## config.mk

```make
export PLATFORM = sky130hd
export DESIGN_NAME = crc_checked_frame_receiver_core
export DESIGN_NICKNAME = d
export VERILOG_FILES = /design/src/design/cfrr_pkg.sv /design/src/design/crc_checked_frame_receiver_core.sv
export VERILOG_INCLUDE_DIRS = /design/src /design/src/design
export SDC_FILE = /design/constraint.sdc
export NUM_CORES = 1
export LEC_CHECK = 0
export BUFFER_PORTS_ARGS = -buffer_cell sky130_fd_sc_hd__buf_2
export CAP_MARGIN = 10
export CORE_UTILIZATION = 50
export DETAILED_ROUTE_END_ITERATION = 8
export HOLD_SLACK_MARGIN = 0.03
export PLACE_DENSITY_LB_ADDON = 0.15
export SLEW_MARGIN = 30
export SYNTH_ARGS = -nofsm -noshare
export SYNTH_HDL_FRONTEND = slang
export SYNTH_SLANG_ARGS = --single-unit
```

## constraint.sdc

```tcl
create_clock -name aclk -period 3.5 [get_ports aclk]
set_clock_uncertainty 0.2 [all_clocks]
set_input_delay 0.875 -clock aclk [delete_from_list [all_inputs] [get_ports aclk]]
set_output_delay 0.875 -clock aclk [all_outputs]
set_load 0.02 [all_outputs]
```

## src/design/assert_macros.svh

```systemverilog
// Assertion macros shared by the RTL.
`ifndef ASSERT_MACROS_SVH
`define ASSERT_MACROS_SVH

// Same-cycle implication, checked outside reset.
`define ASSERT_SAME(label, clk, rst_n, pre, post) \
    label: assert property (@(posedge clk) disable iff (!rst_n) (pre) |-> (post)) \
        else $error("assertion failed: pre implies post");

// Next-cycle implication, checked outside reset.
`define ASSERT_NEXT(label, clk, rst_n, pre, post) \
    label: assert property (@(posedge clk) disable iff (!rst_n) (pre) |=> (post)) \
        else $error("assertion failed: pre implies post next cycle");

`endif

```

## src/design/cfrr_pkg.sv

```systemverilog
package cfrr_pkg;

    typedef struct packed {
        logic       op;
        logic [7:0] rx_byte;
    } in_item_t;

    typedef struct packed {
        logic [1:0] kind;
        logic [7:0] tx_byte;
        logic [7:0] frame_dest;
        logic [7:0] frame_session;
        logic       last;
    } out_item_t;

    typedef enum logic [2:0] {
        PH_HUNT   = 3'd0,
        PH_LEN_LO = 3'd1,
        PH_LEN_HI = 3'd2,
        PH_BODY   = 3'd3,
        PH_CRC_LO = 3'd4,
        PH_CRC_HI = 3'd5,
        PH_TAIL   = 3'd6
    } phase_t;

    localparam logic       OP_BYTE    = 1'b0;
    localparam logic       OP_TIMEOUT = 1'b1;

    localparam logic [1:0] KIND_CRC_ERR = 2'd0;
    localparam logic [1:0] KIND_ACCEPT  = 2'd1;
    localparam logic [1:0] KIND_REPLY   = 2'd2;

    localparam logic [7:0]  SOH_BYTE        = 8'h01;
    localparam logic [7:0]  EOT_BYTE        = 8'h04;
    localparam logic [7:0]  REPLY_LEN_BYTE  = 8'h03;
    localparam logic [7:0]  ZERO_BYTE       = 8'h00;
    localparam logic [15:0] CRC16_GENERATOR = 16'h1021;
    localparam logic [2:0]  POS_SAT         = 3'd6;
    localparam logic [2:0]  POS_DEST        = 3'd3;
    localparam logic [2:0]  POS_SESSION     = 3'd5;
    localparam logic [3:0]  REPLY_LAST_IDX  = 4'd8;
    localparam logic [3:0]  REPLY_CRC_END   = 4'd5;

    // CRC-16, poly 0x1021, MSB first, one byte unrolled over eight bit steps.
    function automatic logic [15:0] crc16_byte(input logic [15:0] crc, input logic [7:0] b);
        logic [15:0] c;
        c = crc ^ {b, 8'h00};
        for (int k = 0; k < 8; k++) begin
            if (c[15]) begin
                c = {c[14:0], 1'b0} ^ CRC16_GENERATOR;
            end else begin
                c = {c[14:0], 1'b0};
            end
        end
        return c;
    endfunction

endpackage

```

## src/design/crc_checked_frame_receiver_core.sv

```systemverilog
// SOH-framed serial receiver with CRC-16 check and a 9-byte reply.
// Input channel (s_valid/s_ready/s_item): one transaction per line byte
// (op = byte) or per receive timeout (op = timeout). Output channel
// (m_valid/m_ready/m_item): result transactions. A frame that ends with a
// bad CRC gives one CRC-error result; a good frame gives an "accepted"
// result and then nine reply bytes, the final one flagged with last.
// Every result carries frame bytes 3 and 5 of the frame just ended.
// reg_wr_en/reg_wr_data write the reply destination address (reset 0).
// An input transaction is captured in the input register and its result is
// then registered in the output register that drives m_valid/m_item.
// Throughput: one transaction per cycle unless the output stalls or a
// reply is sequenced; the CRC step is one byte unrolled between the input
// and state registers. A good frame end holds the input side while the
// reply sequencer issues the nine reply bytes behind the accepted result.
// Reset (aresetn low, synchronous): hunt for SOH, clear counters, frame CRCs,
// captured bytes and the address register; both channels go idle.
// Output stall: results hold in the output register; one more input
// transaction may be taken into the input register meanwhile.
`include "assert_macros.svh"

module crc_checked_frame_receiver_core (
    input  logic                aclk,
    input  logic                aresetn,
    input  logic                s_valid,
    output logic                s_ready,
    input  cfrr_pkg::in_item_t  s_item,
    output logic                m_valid,
    input  logic                m_ready,
    output cfrr_pkg::out_item_t m_item,
    input  logic                reg_wr_en,
    input  logic [7:0]          reg_wr_data
);
    import cfrr_pkg::*;

    // Input register
    logic       in_valid_reg;
    in_item_t   in_item_reg;

    // Frame state
    phase_t      phase_reg, phase_next;
    logic [15:0] body_length_reg, body_length_next;
    logic [15:0] body_count_reg, body_count_next;
    logic [15:0] running_crc_reg, running_crc_next;
    logic [15:0] received_crc_reg, received_crc_next;
    logic [2:0]  frame_pos_reg, frame_pos_next;
    logic [7:0]  cap_dest_reg, cap_dest_next;
    logic [7:0]  cap_session_reg, cap_session_next;
    logic [7:0]  dest_addr_reg;

    // Result register and reply sequencer
    logic        m_valid_reg, m_valid_next;
    out_item_t   m_item_reg, m_item_next;
    logic        seq_active_reg, seq_active_next;
    logic [3:0]  seq_idx_reg, seq_idx_next;
    logic [15:0] reply_crc_reg, reply_crc_next;

    logic        out_free;
    logic        pop;
    logic        emit_err;
    logic        emit_ok;
    logic [15:0] crc_step;
    logic [7:0]  reply_byte;
    logic [7:0]  b;

    assign out_free = !m_valid_reg || m_ready;
    // Advance the input register only when the result slot is free and no reply is being sequenced.
    assign pop      = in_valid_reg && !seq_active_reg && out_free;
    assign s_ready  = !in_valid_reg || pop;
    assign m_valid  = m_valid_reg;
    assign m_item   = m_item_reg;
    assign b        = in_item_reg.rx_byte;
    assign crc_step = crc16_byte(running_crc_reg, b);

    // Frame parser: next state for the popped transaction.
    always_comb begin
        phase_next        = phase_reg;
        body_length_next  = body_length_reg;
        body_count_next   = body_count_reg;
        running_crc_next  = running_crc_reg;
        received_crc_next = received_crc_reg;
        frame_pos_next    = frame_pos_reg;
        cap_dest_next     = cap_dest_reg;
        cap_session_next  = cap_session_reg;
        emit_err          = 1'b0;
        emit_ok           = 1'b0;
        if (pop) begin
            if (in_item_reg.op == OP_TIMEOUT) begin
                // Drop the frame in progress.
                phase_next = PH_HUNT;
            end else if (phase_reg == PH_HUNT || phase_reg > PH_TAIL) begin
                if (b == SOH_BYTE) begin
                    running_crc_next = crc16_byte(16'h0000, b);
                    frame_pos_next   = 3'd1;
                    body_count_next  = 16'h0000;
                    phase_next       = PH_LEN_LO;
                end else begin
                    phase_next = PH_HUNT;
                end
            end else begin
                if (frame_pos_reg == POS_DEST) begin
                    cap_dest_next = b;
                end
                if (frame_pos_reg == POS_SESSION) begin
                    cap_session_next = b;
                end
                if (frame_pos_reg < POS_SAT) begin
                    frame_pos_next = frame_pos_reg + 3'd1;
                end
                case (phase_reg)
                    PH_LEN_LO: begin
                        body_length_next = {8'h00, b};
                        running_crc_next = crc_step;
                        phase_next       = PH_LEN_HI;
                    end
                    PH_LEN_HI: begin
                        body_length_next = {b, body_length_reg[7:0]};
                        running_crc_next = crc_step;
                        body_count_next  = 16'h0000;
                        phase_next = ({b, body_length_reg[7:0]} == 16'h0000) ? PH_CRC_LO : PH_BODY;
                    end
                    PH_BODY: begin
                        running_crc_next = crc_step;
                        body_count_next  = body_count_reg + 16'd1;
                        if (body_count_reg + 16'd1 == body_length_reg) begin
                            phase_next = PH_CRC_LO;
                        end
                    end
                    PH_CRC_LO: begin
                        received_crc_next = {8'h00, b};
                        phase_next        = PH_CRC_HI;
                    end
                    PH_CRC_HI: begin
                        received_crc_next = {b, received_crc_reg[7:0]};
                        phase_next        = PH_TAIL;
                    end
                    default: begin
                        // Tail byte: the frame ends, compare the CRCs.
                        phase_next = PH_HUNT;
                        if (received_crc_reg == running_crc_reg) begin
                            emit_ok = 1'b1;
                        end else begin
                            emit_err = 1'b1;
                        end
                    end
                endcase
            end
        end
    end

    // Reply byte at the sequencer position.
    always_comb begin
        case (seq_idx_reg)
            4'd0:    reply_byte = SOH_BYTE;
            4'd1:    reply_byte = REPLY_LEN_BYTE;
            4'd2:    reply_byte = ZERO_BYTE;
            4'd3:    reply_byte = dest_addr_reg;
            4'd4:    reply_byte = cap_dest_reg;
            4'd5:    reply_byte = cap_session_reg;
            4'd6:    reply_byte = reply_crc_reg[7:0];
            4'd7:    reply_byte = reply_crc_reg[15:8];
            default: reply_byte = EOT_BYTE;
        endcase
    end

    // Result register loading and reply sequencing.
    always_comb begin
        m_valid_next    = m_valid_reg && !m_ready;
        m_item_next     = m_item_reg;
        seq_active_next = seq_active_reg;
        seq_idx_next    = seq_idx_reg;
        reply_crc_next  = reply_crc_reg;
        if (emit_err || emit_ok) begin
            m_valid_next              = 1'b1;
            m_item_next.kind          = emit_ok ? KIND_ACCEPT : KIND_CRC_ERR;
            m_item_next.tx_byte       = ZERO_BYTE;
            m_item_next.frame_dest    = cap_dest_next;
            m_item_next.frame_session = cap_session_next;
            m_item_next.last          = emit_err;
            seq_active_next           = emit_ok;
            seq_idx_next              = 4'd0;
            reply_crc_next            = 16'h0000;
        end else if (seq_active_reg && out_free) begin
            m_valid_next              = 1'b1;
            m_item_next.kind          = KIND_REPLY;
            m_item_next.tx_byte       = reply_byte;
            m_item_next.frame_dest    = cap_dest_reg;
            m_item_next.frame_session = cap_session_reg;
            m_item_next.last          = (seq_idx_reg == REPLY_LAST_IDX);
            seq_idx_next              = seq_idx_reg + 4'd1;
            if (seq_idx_reg == REPLY_LAST_IDX) begin
                seq_active_next = 1'b0;
            end
            // Fold the first six reply bytes into the reply CRC.
            if (seq_idx_reg <= REPLY_CRC_END) begin
                reply_crc_next = crc16_byte(reply_crc_reg, reply_byte);
            end
        end
    end

    always_ff @(posedge aclk) begin
        if (!aresetn) begin
            in_valid_reg     <= 1'b0;
            phase_reg        <= PH_HUNT;
            body_length_reg  <= 16'h0000;
            body_count_reg   <= 16'h0000;
            running_crc_reg  <= 16'h0000;
            received_crc_reg <= 16'h0000;
            frame_pos_reg    <= 3'd0;
            cap_dest_reg     <= 8'h00;
            cap_session_reg  <= 8'h00;
            dest_addr_reg    <= 8'h00;
            m_valid_reg      <= 1'b0;
            seq_active_reg   <= 1'b0;
            seq_idx_reg      <= 4'd0;
        end else begin
            if (s_valid && s_ready) begin
                in_valid_reg <= 1'b1;
            end else if (pop) begin
                in_valid_reg <= 1'b0;
            end
            phase_reg        <= phase_next;
            body_length_reg  <= body_length_next;
            body_count_reg   <= body_count_next;
            running_crc_reg  <= running_crc_next;
            received_crc_reg <= received_crc_next;
            frame_pos_reg    <= frame_pos_next;
            cap_dest_reg     <= cap_dest_next;
            cap_session_reg  <= cap_session_next;
            if (reg_wr_en) begin
                dest_addr_reg <= reg_wr_data;
            end
            m_valid_reg      <= m_valid_next;
            seq_active_reg   <= seq_active_next;
            seq_idx_reg      <= seq_idx_next;
        end
    end

    // Payload registers: no reset.
    always_ff @(posedge aclk) begin
        if (s_valid && s_ready) begin
            in_item_reg <= s_item;
        end
        m_item_reg    <= m_item_next;
        reply_crc_reg <= reply_crc_next;
    end

    // While the reply is sequenced a result is always on the output.
    `ASSERT_SAME(a_seq_has_result, aclk, aresetn, seq_active_reg, m_valid_reg)
    // A result without last is always followed by more reply bytes.
    `ASSERT_SAME(a_not_last_seq, aclk, aresetn, m_valid_reg && !m_item_reg.last, seq_active_reg)
    // The input side is held while the reply is sequenced.
    `ASSERT_SAME(a_hold_input, aclk, aresetn, seq_active_reg, !pop)
    // A good frame end shows the accepted result next.
    `ASSERT_NEXT(a_ok_result, aclk, aresetn, emit_ok, m_valid_reg && m_item_reg.kind == KIND_ACCEPT)
    // Only reply bytes carry a nonzero transmit byte.
    `ASSERT_SAME(a_tx_zero, aclk, aresetn, m_valid_reg && m_item_reg.kind != KIND_REPLY, m_item_reg.tx_byte == 8'h00)

endmodule

```

==> results_dict.tcl <==
set metrics [dict create \
    status "completed" \
    cts_buffers 17 \
    netlist_area_mm2 0.00806 \
    drtAntennaViolNets 0 \
    drt_wl_total_um 21100 \
    core_mm2 0.0158 \
    cpMostUsedCell "xor2_1" \
    powerDensity_mw_per_mm2 428 \
    ys.flop_type "dfxtp_1" \
    ys_async_sr_fraction 0 \
    n_antenna_cell 0 \
    antenna_found_initial 0 \
    portBuffers 50 \
    syn-num-nets 951 \
    initial_utilization 0.509 \
    ctsHoldBuffers 0 \
    r2r_cells 9 \
    grt_pass1_vias 6038 \
    vias_per_cell 5.66 \
    num_io_pins 51 \
    fin_cells 1179 \
    largest_reg_flops 27 \
    synth_cell_types 69 \
    min_period_over_period 0.897 \
    synth_edf_count 28 \
    fin_crit_ps 3140 \
    end_kind "flop" \
    route.detailed.drc 0 \
    critPathRequiredTime_ps 3620 \
    worstSkewPairLatency_ps 430 \
    place_ws_ps 262 \
    worst_pin_slew_ps 844 \
    die_w_um 129 \
    cap_violations 0 \
    final_hold_viol_count 0 \
    die_height_um 129 \
    nFillCells 1459 \
    num_rows 46 \
    setup_viol 0 \
    grt.total_usage 0.266 \
    yosys_warnings 0 \
    fin_setup_tns_ps 0 \
    ys_seq_elements 153 \
    drive_above_1_share 0.133 \
    wl_per_cell_um 17.9 \
    grt_max_degree 43 \
    clock-sinks 153 \
    grt-ovfl-total 0 \
    ir_worst_vdd_mv 0.352 \
    hold_depth 2 \
    slew_viol_final 0 \
    clockBufferDepth 2 \
    path_max_fanout 8 \
    relSlewSlack 0.437 \
    dp_hpwl_um 14700 \
    max_freq_mhz 319 \
    htree_levels 4 \
    crit_type "reg -> reg" \
    grt_pass1_wl_um 33400 \
    worst_path_max_delay_cell "a222oi_1" \
    nets 982 \
    rsz0062_at_grt "false" \
    area_growth_pct 12.5 \
    drt_iter0_markers 631 \
    vias 6675 \
    globalplace.congestion 0.956 \
    place_inst 1147 \
    worst_path_largest_cell_delay_ps 600 \
    cts_tree "built" \
    ys_seq_area_frac 0.415 \
    final.setup.worst_slack_ps 362 \
    post_cts_buffers 0 \
    drt_pass1_iterations 5 \
    syn_area_per_cell_um2 8.77 \
    ctsResizeCount 0 \
    dieArea_mm2 0.0166 \
    min_path_type "reg -> reg" \
    crit_arrival_ps 3260 \
    cp-start-kind "flop" \
    crit_chain "inv_1 > ha_1 > buf_4 > a222oi_1 > a311o_1 > xor2_1 > xor2_1 > xor2_1 > a21oi_1" \
    path_clk_slew_ps 70 \
    root_buffer "clkbuf_16" \
    p_leak_nw 3.25 \
    syn-instance-count 919 \
]
-- cell families (layout without fill, tap and decap cells) --
group	Yosys count	in the layout	share of synthesized area
xor+xnor	94	94	0.102
compound gates	209	209	0.176
fa+ha+maj	10	10	0.0155
flops	153	153	0.415
simple gates	360	360	0.224
buf+inv	78	122	0.0497
mux	15	15	0.0186
-- power breakdown --
part           switching (mW)  internal, mW  leakage (nW)  total [mW]
combinational          0.0946        0.0630          1.72       0.158
clock                   0.793          1.12         0.308        1.91
sequential             0.0152          1.80          1.23        1.82
-- path summary, 6_finish.rpt --
path                                     start          endpoint  slack (ps)
worst max-delay path            seq_idx_reg[1]  reply_crc_reg[6]         360
worst max register to register  seq_idx_reg[1]  reply_crc_reg[6]         360
worst min-delay path                m_item[23]        m_item[23]         250
worst min register to register      m_item[23]        m_item[23]         250
-- through the flow --
stage	instance area (um^2)	hold WS, ps	util	power, mW
detailed placement	8440	245	0.534	2.01
finish	9070	253	0.573	3.89
CTS	9070	255	0.573	3.92
global route	9070	281	0.573	4.00
floorplan	8060	243	-	1.96
global placement	8440	243	0.534	2.01
-- Yosys cell counts (all sizes together) (7+ instances only) --
cell type,number,share of area
inv,12,0.0056
xor2,38,0.041
xnor2,56,0.061
a21boi,45,0.042
and2,8,0.0062
o21ai,42,0.027
a22o,26,0.028
clkbuf,46,0.029
nand3,66,0.045
edfxtp,28,0.10
a31oi,8,0.0062
nor2,50,0.023
dfxtp,125,0.31
buf,20,0.015
o211a,7,0.0087
a21oi,50,0.031
and3,11,0.0085
nand2,134,0.062
nor4,7,0.0062
mux2i,15,0.019
nand4,15,0.012
nor3,20,0.013
ha,10,0.016
nor2b,19,0.015
-- layout by cell type (no fill, tap or decap), types with 4 or more instances in the layout --
cell type,instances
a21boi_0,44
a21oi_1,49
a22o_1,26
a22oi_1,4
a31oi_1,8
and2_1,8
and3_1,11
buf_2,50
buf_4,28
clkbuf_16,21
dfxtp_1,125
edfxtp_1,28
ha_1,10
inv_1,11
inv_6,5
mux2i_1,15
nand2_1,134
nand3_1,63
nand3b_1,5
nand4_1,15
nor2_1,50
nor2b_1,18
nor3_1,18
nor3b_1,5
nor4_1,6
o211a_1,7
o21ai_0,35
o21ai_1,6
or3_1,4
xnor2_1,56
xor2_1,38
-- worst max-delay path, delay by kind of cell (launching register included) --
family / cells / cell delay (ps)
AO/OA/AOI/OAI: 3 / 1100
XOR/XNOR: 3 / 760
adder cells (fa/ha/maj): 1 / 260
buffers and inverters: 2 / 280
flip-flops: 1 / 420
-- per-layer routing --
layer | wire length, um | part of all wire | GRT usage
met1 | 10200 | 0.48 | 0.390
met2 | 9060 | 0.43 | 0.382
met3 | 1580 | 0.075 | 0.0640
met4 | 252 | 0.012 | 0.0817
met5 | 0 | 0 | 0
-- area by class of cell --
type | instances | area (um^2) | area share
Clock buffer | 22 | 539 | 0.0595
Clock inverter | 10 | 86.3 | 0.00952
Inverter | 12 | 45.0 | 0.00497
Multi-Input combinational cell | 688 | 4330 | 0.477
Sequential cell | 153 | 3340 | 0.369
Tap cell | 216 | 270 | 0.0298
Timing Repair Buffer | 78 | 460 | 0.0508
Note: power is estimated with default switching activity, not from simulation.
